### config.mk
export PLATFORM = sky130hd
export DESIGN_NAME = box_blur_line_pass_flat
export DESIGN_NICKNAME = d
export VERILOG_FILES = /design/src/sv/bblp_pkg.sv /design/src/sv/bblp_in_if.sv /design/src/sv/bblp_out_if.sv /design/src/sv/box_blur_line_pass.sv /design/src/sv/bblp_ram.sv /design/src/sv/bblp_ctrl.sv /design/src/sv/bblp_dpath.sv /design/src/flat_wrapper.sv
export SDC_FILE = /design/constraint.sdc
export NUM_CORES = 2
export LEC_CHECK = 0
export BUFFER_PORTS_ARGS = -buffer_cell sky130_fd_sc_hd__buf_2
export CAP_MARGIN = 10
export CORE_MARGIN = 2
export CORE_UTILIZATION = 45
export DETAILED_ROUTE_END_ITERATION = 8
export GPL_TIMING_DRIVEN = 0
export PLACE_DENSITY = 0.58
export SLEW_MARGIN = 20
export SYNTH_ARGS = -nofsm -noshare
export SYNTH_HDL_FRONTEND = slang
export SYNTH_SLANG_ARGS = --single-unit
### constraint.sdc
create_clock -name clk -period 6.48 [get_ports clk]
set_clock_uncertainty 0.1 [all_clocks]
set_input_delay 1.296 -clock clk [delete_from_list [all_inputs] [get_ports clk]]
set_output_delay 1.296 -clock clk [all_outputs]
set_load 0.01 [all_outputs]
### src/sv/bblp_pkg.sv
// Shared types, constants and a helper function for the box blur line pass.
package bblp_pkg;

	localparam int PIX_W      = 16;
	localparam int RAD_W      = 5;
	localparam int DIAM_W     = RAD_W + 1;
	localparam int CH_W       = 8;
	localparam int SUM_W      = 14;
	localparam int POS_W      = 13;
	localparam int QUOT_W     = 6;
	localparam int BIT_W      = 3;
	localparam int RING_DEPTH = 64;
	localparam int RING_AW    = $clog2(RING_DEPTH);
	localparam int MAX_LINE   = 4096;

	localparam logic [RAD_W-1:0] RADIUS_RESET  = RAD_W'(12);
	localparam logic [POS_W-1:0] LINE_LAST_POS = POS_W'(MAX_LINE - 1);
	localparam logic [BIT_W-1:0] DIV_FIRST_BIT = BIT_W'(7);
	localparam logic [BIT_W-1:0] DIV_LAST_BIT  = BIT_W'(2);

	// Channel lanes: index 2 is red, 1 is green, 0 is blue.
	typedef logic [2:0][CH_W-1:0] chan_vec_t;

	typedef enum logic [2:0] {
		ST_IDLE,
		ST_READ,
		ST_SLIDE,
		ST_DIV,
		ST_OUT
	} bblp_state_t;

	typedef struct packed {
		logic accept;
		logic slide;
		logic div_step;
		logic advance;
		logic finish;
	} bblp_cmd_t;

	typedef struct packed {
		logic emit;
		logic more;
		logic div_last;
	} bblp_stat_t;

	// Widens each RGB565 channel to 8 bits by replicating its top bits.
	function automatic chan_vec_t unpack(input logic [PIX_W-1:0] p);
		chan_vec_t c;
		c[2] = {p[15:11], p[15:13]};
		c[1] = {p[10:5], p[10:9]};
		c[0] = {p[4:0], p[4:2]};
		return c;
	endfunction

endpackage

### src/sv/bblp_in_if.sv
// Valid/ready channel that carries one input pixel word.
interface bblp_in_if;
	logic                        valid;
	logic                        ready;
	logic [bblp_pkg::PIX_W-1:0]  in_pixel;
	logic                        in_last;

	modport source (output valid, in_pixel, in_last, input ready);
	modport sink (input valid, in_pixel, in_last, output ready);
endinterface

### src/sv/bblp_out_if.sv
// Valid/ready channel that carries one blurred pixel word.
interface bblp_out_if;
	logic                        valid;
	logic                        ready;
	logic [bblp_pkg::PIX_W-1:0]  out_pixel;
	logic                        out_last;

	modport source (output valid, out_pixel, out_last, input ready);
	modport sink (input valid, out_pixel, out_last, output ready);
endinterface

### src/sv/box_blur_line_pass.sv
// Top level of the box blur line pass: RGB565 running-sum blur over one line.
//
//  port      dir   payload               meaning
//  line_px   sink  in_pixel, in_last     one pixel word of the line, last flag on final pixel
//  blur_px   src   out_pixel, out_last   one blurred pixel word, last flag on final result
//  cfg_*     in    cfg_data (5 bits)     window radius, write while idle; clears the line
//
// A pixel that yields no result passes through accept, ring read and slide.
// A result passes through ring read, slide, six steps of the shift-subtract divider
// (one quotient bit per step) and the output state, which holds through output stalls.
// The end-of-line flush runs radius more positions: each passes through ring read and
// slide, and one that gives a result also through the divider and the output state.
// Reset restores radius 12 and starts a new line; the ring needs no clearing.
// While a result waits on blur_px.ready, line_px.ready stays low.
module box_blur_line_pass (
	input  logic                        clk,
	input  logic                        arst_n,
	input  logic                        cfg_we,
	input  logic [bblp_pkg::RAD_W-1:0]  cfg_data,
	bblp_in_if.sink                     line_px,
	bblp_out_if.source                  blur_px
);

	bblp_pkg::bblp_cmd_t  cmd;
	bblp_pkg::bblp_stat_t stat;

	bblp_ctrl u_ctrl (
		.clk       (clk),
		.arst_n    (arst_n),
		.in_valid  (line_px.valid),
		.in_ready  (line_px.ready),
		.out_valid (blur_px.valid),
		.out_ready (blur_px.ready),
		.stat      (stat),
		.cmd       (cmd)
	);

	bblp_dpath u_dpath (
		.clk       (clk),
		.arst_n    (arst_n),
		.cfg_we    (cfg_we),
		.cfg_data  (cfg_data),
		.in_pixel  (line_px.in_pixel),
		.in_last   (line_px.in_last),
		.out_pixel (blur_px.out_pixel),
		.out_last  (blur_px.out_last),
		.cmd       (cmd),
		.stat      (stat)
	);

endmodule

### src/sv/bblp_ram.sv
// Generic simple dual-port RAM with registered read data.
module bblp_ram #(
	parameter int WIDTH = 16,
	parameter int DEPTH = 64
) (
	input  logic                     clk,
	input  logic                     we,
	input  logic [$clog2(DEPTH)-1:0] waddr,
	input  logic [WIDTH-1:0]         wdata,
	input  logic [$clog2(DEPTH)-1:0] raddr,
	output logic [WIDTH-1:0]         rdata
);

	logic [WIDTH-1:0] mem_q [DEPTH];

	always_ff @(posedge clk) begin
		if (we) begin
			mem_q[waddr] <= wdata;
		end
		rdata <= mem_q[raddr];
	end

endmodule

### src/sv/bblp_ctrl.sv
// Controller state machine that sequences ring read, window slide, divide and output.
module bblp_ctrl (
	input  logic                  clk,
	input  logic                  arst_n,
	input  logic                  in_valid,
	output logic                  in_ready,
	output logic                  out_valid,
	input  logic                  out_ready,
	input  bblp_pkg::bblp_stat_t  stat,
	output bblp_pkg::bblp_cmd_t   cmd
);

	bblp_pkg::bblp_state_t state_q;
	bblp_pkg::bblp_state_t state_d;

	always_ff @(posedge clk or negedge arst_n) begin
		if (!arst_n) begin
			state_q <= bblp_pkg::ST_IDLE;
		end else begin
			state_q <= state_d;
		end
	end

	always_comb begin
		state_d = state_q;
		unique case (state_q)
			bblp_pkg::ST_IDLE: begin
				if (in_valid) begin
					state_d = bblp_pkg::ST_READ;
				end
			end
			bblp_pkg::ST_READ: begin
				state_d = bblp_pkg::ST_SLIDE;
			end
			bblp_pkg::ST_SLIDE: begin
				if (stat.emit) begin
					state_d = bblp_pkg::ST_DIV;
				end else if (stat.more) begin
					state_d = bblp_pkg::ST_READ;
				end else begin
					state_d = bblp_pkg::ST_IDLE;
				end
			end
			bblp_pkg::ST_DIV: begin
				if (stat.div_last) begin
					state_d = bblp_pkg::ST_OUT;
				end
			end
			bblp_pkg::ST_OUT: begin
				if (out_ready) begin
					state_d = stat.more ? bblp_pkg::ST_READ : bblp_pkg::ST_IDLE;
				end
			end
			default: begin
				state_d = bblp_pkg::ST_IDLE;
			end
		endcase
	end

	always_comb begin
		cmd       = '0;
		in_ready  = 1'b0;
		out_valid = 1'b0;
		unique case (state_q)
			bblp_pkg::ST_IDLE: begin
				in_ready   = 1'b1;
				cmd.accept = in_valid;
			end
			bblp_pkg::ST_READ: begin
			end
			bblp_pkg::ST_SLIDE: begin
				cmd.slide   = 1'b1;
				cmd.advance = !stat.emit && stat.more;
				cmd.finish  = !stat.emit && !stat.more;
			end
			bblp_pkg::ST_DIV: begin
				cmd.div_step = 1'b1;
			end
			bblp_pkg::ST_OUT: begin
				out_valid   = 1'b1;
				cmd.advance = out_ready && stat.more;
				cmd.finish  = out_ready && !stat.more;
			end
			default: begin
			end
		endcase
	end

endmodule

### src/sv/bblp_dpath.sv
// Datapath: window ring, running channel sums, shift-subtract divider and output word.
module bblp_dpath (
	input  logic                           clk,
	input  logic                           arst_n,
	input  logic                           cfg_we,
	input  logic [bblp_pkg::RAD_W-1:0]     cfg_data,
	input  logic [bblp_pkg::PIX_W-1:0]     in_pixel,
	input  logic                           in_last,
	output logic [bblp_pkg::PIX_W-1:0]     out_pixel,
	output logic                           out_last,
	input  bblp_pkg::bblp_cmd_t            cmd,
	output bblp_pkg::bblp_stat_t           stat
);

	logic [bblp_pkg::RAD_W-1:0]   radius_q;
	logic [bblp_pkg::POS_W-1:0]   seen_q;
	logic                         flush_q;
	logic [bblp_pkg::POS_W-1:0]   pos_q;
	logic [bblp_pkg::POS_W-1:0]   end_q;
	logic [bblp_pkg::PIX_W-1:0]   pix_q;
	logic [bblp_pkg::PIX_W-1:0]   first_q;
	logic [bblp_pkg::BIT_W-1:0]   bit_q;
	logic [2:0][bblp_pkg::SUM_W-1:0]  sum_q;
	logic [2:0][bblp_pkg::SUM_W-1:0]  rem_q;
	logic [2:0][bblp_pkg::QUOT_W-1:0] quot_q;
	logic [bblp_pkg::PIX_W-1:0]   out_pixel_q;
	logic                         out_last_q;

	logic [bblp_pkg::DIAM_W-1:0]  diam;
	logic [bblp_pkg::RING_AW-1:0] ring_raddr;
	logic [bblp_pkg::PIX_W-1:0]   ring_rdata;
	logic [bblp_pkg::PIX_W-1:0]   sub_pix;
	bblp_pkg::chan_vec_t          add_ch;
	bblp_pkg::chan_vec_t          sub_ch;
	logic [2:0][bblp_pkg::SUM_W-1:0]  sum_d;
	logic [bblp_pkg::SUM_W-1:0]   div_shift;
	logic [2:0]                   div_ge;
	logic [2:0][bblp_pkg::SUM_W-1:0]  rem_d;
	logic [2:0][bblp_pkg::QUOT_W-1:0] quot_d;

	assign diam = {radius_q, 1'b1};

	// The leaving pixel sits 2*radius+1 places behind the current position.
	assign ring_raddr = pos_q[bblp_pkg::RING_AW-1:0] - bblp_pkg::RING_AW'(diam);

	bblp_ram #(
		.WIDTH (bblp_pkg::PIX_W),
		.DEPTH (bblp_pkg::RING_DEPTH)
	) u_ring (
		.clk   (clk),
		.we    (cmd.accept),
		.waddr (seen_q[bblp_pkg::RING_AW-1:0]),
		.wdata (in_pixel),
		.raddr (ring_raddr),
		.rdata (ring_rdata)
	);

	// Positions left of the line read as its first pixel.
	assign sub_pix = (pos_q <= bblp_pkg::POS_W'(diam)) ? first_q : ring_rdata;
	assign add_ch  = bblp_pkg::unpack(pix_q);
	assign sub_ch  = bblp_pkg::unpack(sub_pix);
	assign div_shift = bblp_pkg::SUM_W'(diam) << bit_q;

	always_comb begin
		for (int ch = 0; ch < 3; ch++) begin
			if (pos_q == '0) begin
				sum_d[ch] = bblp_pkg::SUM_W'(add_ch[ch]) * bblp_pkg::SUM_W'(diam);
			end else begin
				sum_d[ch] = sum_q[ch] + bblp_pkg::SUM_W'(add_ch[ch])
					- bblp_pkg::SUM_W'(sub_ch[ch]);
			end
			div_ge[ch] = rem_q[ch] >= div_shift;
			rem_d[ch]  = div_ge[ch] ? rem_q[ch] - div_shift : rem_q[ch];
			quot_d[ch] = {quot_q[ch][bblp_pkg::QUOT_W-2:0], div_ge[ch]};
		end
	end

	always_ff @(posedge clk or negedge arst_n) begin
		if (!arst_n) begin
			radius_q <= bblp_pkg::RADIUS_RESET;
			seen_q   <= '0;
			flush_q  <= 1'b0;
		end else begin
			if (cfg_we) begin
				radius_q <= cfg_data;
				seen_q   <= '0;
			end else if (cmd.finish) begin
				seen_q <= flush_q ? '0 : seen_q + 1'b1;
			end
			if (cmd.accept) begin
				flush_q <= in_last || (seen_q >= bblp_pkg::LINE_LAST_POS);
			end
		end
	end

	always_ff @(posedge clk) begin
		if (cmd.accept) begin
			pix_q <= in_pixel;
			pos_q <= seen_q;
			end_q <= seen_q + bblp_pkg::POS_W'(radius_q);
			if (seen_q == '0) begin
				first_q <= in_pixel;
			end
		end else if (cmd.advance) begin
			pos_q <= pos_q + 1'b1;
		end
		if (cmd.slide) begin
			sum_q <= sum_d;
			rem_q <= sum_d;
			bit_q <= bblp_pkg::DIV_FIRST_BIT;
		end else if (cmd.div_step) begin
			rem_q  <= rem_d;
			quot_q <= quot_d;
			bit_q  <= bit_q - 1'b1;
			if (bit_q == bblp_pkg::DIV_LAST_BIT) begin
				out_pixel_q <= {quot_d[2][bblp_pkg::QUOT_W-1:1], quot_d[1],
					quot_d[0][bblp_pkg::QUOT_W-1:1]};
				out_last_q  <= flush_q && (pos_q == end_q);
			end
		end
	end

	assign stat.emit     = pos_q >= bblp_pkg::POS_W'(radius_q);
	assign stat.more     = flush_q && (pos_q != end_q);
	assign stat.div_last = bit_q == bblp_pkg::DIV_LAST_BIT;

	assign out_pixel = out_pixel_q;
	assign out_last  = out_last_q;

endmodule
### src/flat_wrapper.sv
// flat-port wrapper written by rule: the top's interface ports become plain ports
module box_blur_line_pass_flat 
  (clk, arst_n, cfg_we, cfg_data, line_px_valid, line_px_in_pixel, line_px_in_last, line_px_ready, blur_px_valid, blur_px_out_pixel, blur_px_out_last, blur_px_ready);
  bblp_in_if line_px_i ();
  bblp_out_if blur_px_i ();
  input  logic clk;
  input  logic arst_n;
  input  logic cfg_we;
  input  logic [bblp_pkg::RAD_W-1:0] cfg_data;
  input wire logic [$bits(line_px_i.valid)-1:0] line_px_valid;
  input wire logic [$bits(line_px_i.in_pixel)-1:0] line_px_in_pixel;
  input wire logic [$bits(line_px_i.in_last)-1:0] line_px_in_last;
  output wire logic [$bits(line_px_i.ready)-1:0] line_px_ready;
  output wire logic [$bits(blur_px_i.valid)-1:0] blur_px_valid;
  output wire logic [$bits(blur_px_i.out_pixel)-1:0] blur_px_out_pixel;
  output wire logic [$bits(blur_px_i.out_last)-1:0] blur_px_out_last;
  input wire logic [$bits(blur_px_i.ready)-1:0] blur_px_ready;
  assign line_px_i.valid = line_px_valid;
  assign line_px_i.in_pixel = line_px_in_pixel;
  assign line_px_i.in_last = line_px_in_last;
  assign line_px_ready = line_px_i.ready;
  assign blur_px_valid = blur_px_i.valid;
  assign blur_px_out_pixel = blur_px_i.out_pixel;
  assign blur_px_out_last = blur_px_i.out_last;
  assign blur_px_i.ready = blur_px_ready;
  box_blur_line_pass u_core (.clk(clk), .arst_n(arst_n), .cfg_we(cfg_we), .cfg_data(cfg_data), .line_px(line_px_i), .blur_px(blur_px_i));
endmodule
==> results.py <==
metrics = {
    "timing": {
        "layout_min_cycle_time_ns": 6.26,
        "tightestPinTransition_ns": 1.14,
        "hold_slack_ns": 0.322,
        "finalSetupViolations": 0,
        "fmax_mhz": 160,
        "finalCritPeriodShare_pct": 96.5,
        "slew_violations": 0,
        "rsz0062_at_grt": "no",
        "final_hold_viol_count": 0,
        "relSlewSlack_pct": 23.8,
    },
    "synth": {
        "synthFlopType": "edfxtp_1",
        "synth_cells": 3260,
        "ys_top_cells_by_area": "edfxtp_1 (64%), mux4_2 (13%), ha_1 (3.8%)",
        "yosys.area.top_type": "edfxtp_1",
        "synth_cell_types": 82,
        "synth_edf_count": 1198,
        "syn-cell-area_mm2": 0.0564,
        "async_flop_share_pct": 1.78,
        "ys_seq_elements": 1239,
        "ys_seq_area_share_pct": 65.5,
        "mappedNetlistNets": 3557,
        "syn_avg_cell_area_um2": 17.3,
        "yosys_warnings": 0,
        "synth_top_area_share_pct": 63.8,
    },
    "die": {
        "dieArea_mm2": 0.128,
        "die_h_um": 358,
        "pin_count": 46,
        "initial_core_util_pct": 45.5,
        "rows": 129,
        "die_x_um": 358,
        "core_area_mm2": 0.124,
    },
    "detailed_routing": {
        "via_per_inst": 5.90,
        "ant_nets": 0,
        "totalWireLength_mm": 147,
        "wire_per_inst_um": 28.0,
        "drt-initial-drc-count": 3261,
        "vias": 30994,
        "drc": 0,
        "drtPass1Iterations": 6,
    },
    "setup_path": {
        "criticalPathCategory": "reg2reg",
        "start_kind": "flip-flop",
        "crit_fanout": 10,
        "setup.worst_path.end_class": "flip-flop",
        "required_ns": 6.99,
        "arrival_ns": 6.77,
    },
    "clocking": {
        "cts_root_buf": "clkbuf_16",
        "clk_pin_slew_worst_paths_ns": 0.06,
        "clk_latency_ns": 0.78,
        "htree_levels": 4,
        "cts_sinks": 1239,
        "numCtsBuffers": 136,
        "clock_path_buffers": 3,
        "cts_tree": "yes",
        "ctsHoldBuffers": 0,
    },
    "layout": {
        "fin_nets": 3805,
        "fin_area_mm2": 0.0641,
        "final_core_util_pct": 51.7,
        "multi_input_area_mm2": 0.0185,
        "area_growth_pct": 13.7,
        "ff_latch_area_mm2": 0.0369,
        "fillerInstances": 9901,
        "fin_cells": 5253,
        "drive_above_1_share_pct": 21.5,
    },
    "global_routing": {
        "grt.overflow.total": 0,
        "grt_antenna_before_repair": 6,
        "track_usage_pct": 23.3,
        "grt_pass1_vias": 31406,
        "grt_max_degree": 67,
        "grt_pass1_wl_mm": 214,
    },
    "pwr": {
        "p_switching_uw": 10100,
        "switching_share_pct": 35.0,
        "cellLeakagePower_uw": 0.0221,
        "ir_drop_mv": 0.306,
        "pwr-share-clk_pct": 26.3,
        "comb_power_share_pct": 38.5,
        "p_per_area_mw_per_mm2": 449,
        "p_int_uw": 18700,
        "seqPwrFrac_pct": 35.1,
    },
    "worst_hold_path": {
        "hold_path.class": "reg2reg",
    },
    "placed_design": {
        "dpl.hpwl_mm": 102,
        "place_inst": 5006,
        "globalplace.congestion": 0.895,
        "place.port_buffers": 45,
        "post_dp_cell_area_mm2": 0.0597,
    },
    "status": {
        "status": "complete, no violations",
    },
    "job": {
        "drv_cap": 0,
    },
}
critical path, cell delays in order, from the launching register on:
cell and delay (ns):
edfxtp_1 0.38, buf_2 0.40, buf_2 0.44, buf_2 0.50
inv_1 0.21, fa_1 0.71, clkbuf_1 0.84, clkbuf_1 0.89
mux4_2 0.43, mux4_2 0.56, mux2i_1 0.42, mux2i_1 0.16
cell families after synthesis:
logic type,after synthesis,share of synthesized area (%)
xor gates and xnor gates,114,1.78
DFF,1239,65.5
buffers and inverters,300,2.12
AOI/OAI and AO/OA,379,4.33
adders and majority gates,270,7.33
muxes,413,14.5
and+or+nand+nor,545,4.48
Yosys cell counts (9+ instances only):
cell type,number
a211oi_1,17
clkbuf_1,74
o21bai_1,11
nand2b_1,14
and2_1,29
a211o_1,9
nor2_1,179
and3_1,15
dfrtp_1,20
inv_1,174
nor2b_1,19
xnor2_1,59
a21oi_1,98
a31oi_1,18
dfxtp_1,19
buf_2,39
o21a_1,33
o21ai_0,88
fa_1,100
xor2_1,54
a21o_1,30
mux2_2,17
edfxtp_1,1198
or3_1,15
mux2i_1,76
o31ai_1,16
nor3_1,29
mux4_2,320
ha_1,170
nand3_1,32
nand2_1,170
layer usage:
layer | global-route usage [%] | vias up | share of wire (%)
met5 | 0 | - | 0.0082
met4 | 5.19 | 2 | 1.8
met3 | 4.03 | 172 | 7.2
met2 | 37.1 | 1167 | 48
met1 | 33.7 | 16345 | 43
li1 | - | 13308 | -
stage by stage:
step	TNS, ns	setup slack [ns]	power (uW)
after floorplan	0	1.38	17800
after global placement	-0.581	-0.187	21000
after detailed placement	-1.22	-0.263	21200
after CTS	0	0.00639	28900
after global routing	0	0.0454	30200
final	0	0.225	28800
cells in the final DEF, fill, tap and decap left out, types with 14 or more instances in the layout:
| cell | count |
|---|---|
| edfxtp_1 | 1198 |
| mux4_2 | 320 |
| inv_1 | 172 |
| nand2_1 | 170 |
| ha_1 | 170 |
| clkbuf_16 | 141 |
| nor2_1 | 114 |
| clkbuf_1 | 110 |
| fa_1 | 100 |
| a21oi_1 | 98 |
| o21ai_0 | 87 |
| mux2i_1 | 73 |
| buf_2 | 68 |
| nor2_2 | 62 |
| xnor2_1 | 58 |
| xor2_1 | 54 |
| buf_6 | 52 |
| o21a_1 | 33 |
| nand3_1 | 32 |
| a21o_1 | 30 |
| nor3_1 | 29 |
| and2_1 | 29 |
| clkinv_1 | 22 |
| buf_4 | 21 |
| nor2b_1 | 19 |
| dfxtp_1 | 19 |
| dfrtp_1 | 18 |
| a31oi_1 | 17 |
| mux2_2 | 17 |
| a211oi_1 | 16 |
| and3_1 | 15 |
| or3_1 | 15 |
| o31ai_1 | 15 |
| clkinv_2 | 15 |
| nand2b_1 | 14 |
final cells by class:
cell class	instances	share of cell area [%]
multi-input combinational	1721	28.9
antenna	4	0.0156
sequential	1239	57.6
tap	1637	3.20
buffer	122	0.838
clock buffer	185	5.78
clock inverter	57	0.996
inverter	177	1.05
timing repair buffer	111	1.65
power by group through the flow:
stage          Clock, uW  Sequential, uW  Combinational [uW]
2_1_floorplan          0           10200                7590
3_3_place_gp           0           10300               10700
3_5_place_dp           0           10300               11000
4_1_cts             7720           10100               11000
5_1_grt             8040           10100               12100
6_report            7580           10100               11100
path summary, 6_finish.rpt:
kind / from / endpoint / slack (ns) / cells past startpoint
max: u_core.u_dpath.pos_q[0] / u_core.u_dpath.u_ring.rdata[6] / 0.22 / 11
min: u_core.u_dpath.quot_d[17] / u_core.u_dpath.out_pixel[15] / 0.32 / 0
max reg2reg: u_core.u_dpath.pos_q[0] / u_core.u_dpath.u_ring.rdata[6] / 0.22 / 11
min reg2reg: u_core.u_dpath.quot_d[17] / u_core.u_dpath.out_pixel[15] / 0.32 / 0
max in group asynchronous: arst_n / u_core.u_dpath.radius_q[0] / 5.44 / 1
min in group asynchronous: arst_n / u_core.u_dpath.seen_q[11] / 0.44 / 1
repair_timing:
item | 4_1_cts | 5_1_grt
resized for setup | 4 | 8
pin swaps | 0 | 0
setup buffers | 2 | 0
setup endpoints to repair | 10 | 12
sequential cells by signal (all words and copies together) (netlist names), 13 cells and up:
name                         count
u_core.u_dpath.pos_q            13
u_core.u_dpath.end_q            13
u_core.u_dpath.seen_q           13
u_core.u_dpath.first_q          16
u_core.u_dpath.u_ring.rdata     16
u_core.u_dpath.pix_q            16
u_core.u_dpath.rem_q            42
u_core.u_dpath.u_ring.mem_q   1024
u_core.u_dpath.out_pixel        16
u_core.u_dpath.sum_q            42
u_core.u_dpath.quot_d           15
No activity file was read; power rests on OpenSTA's default activity.
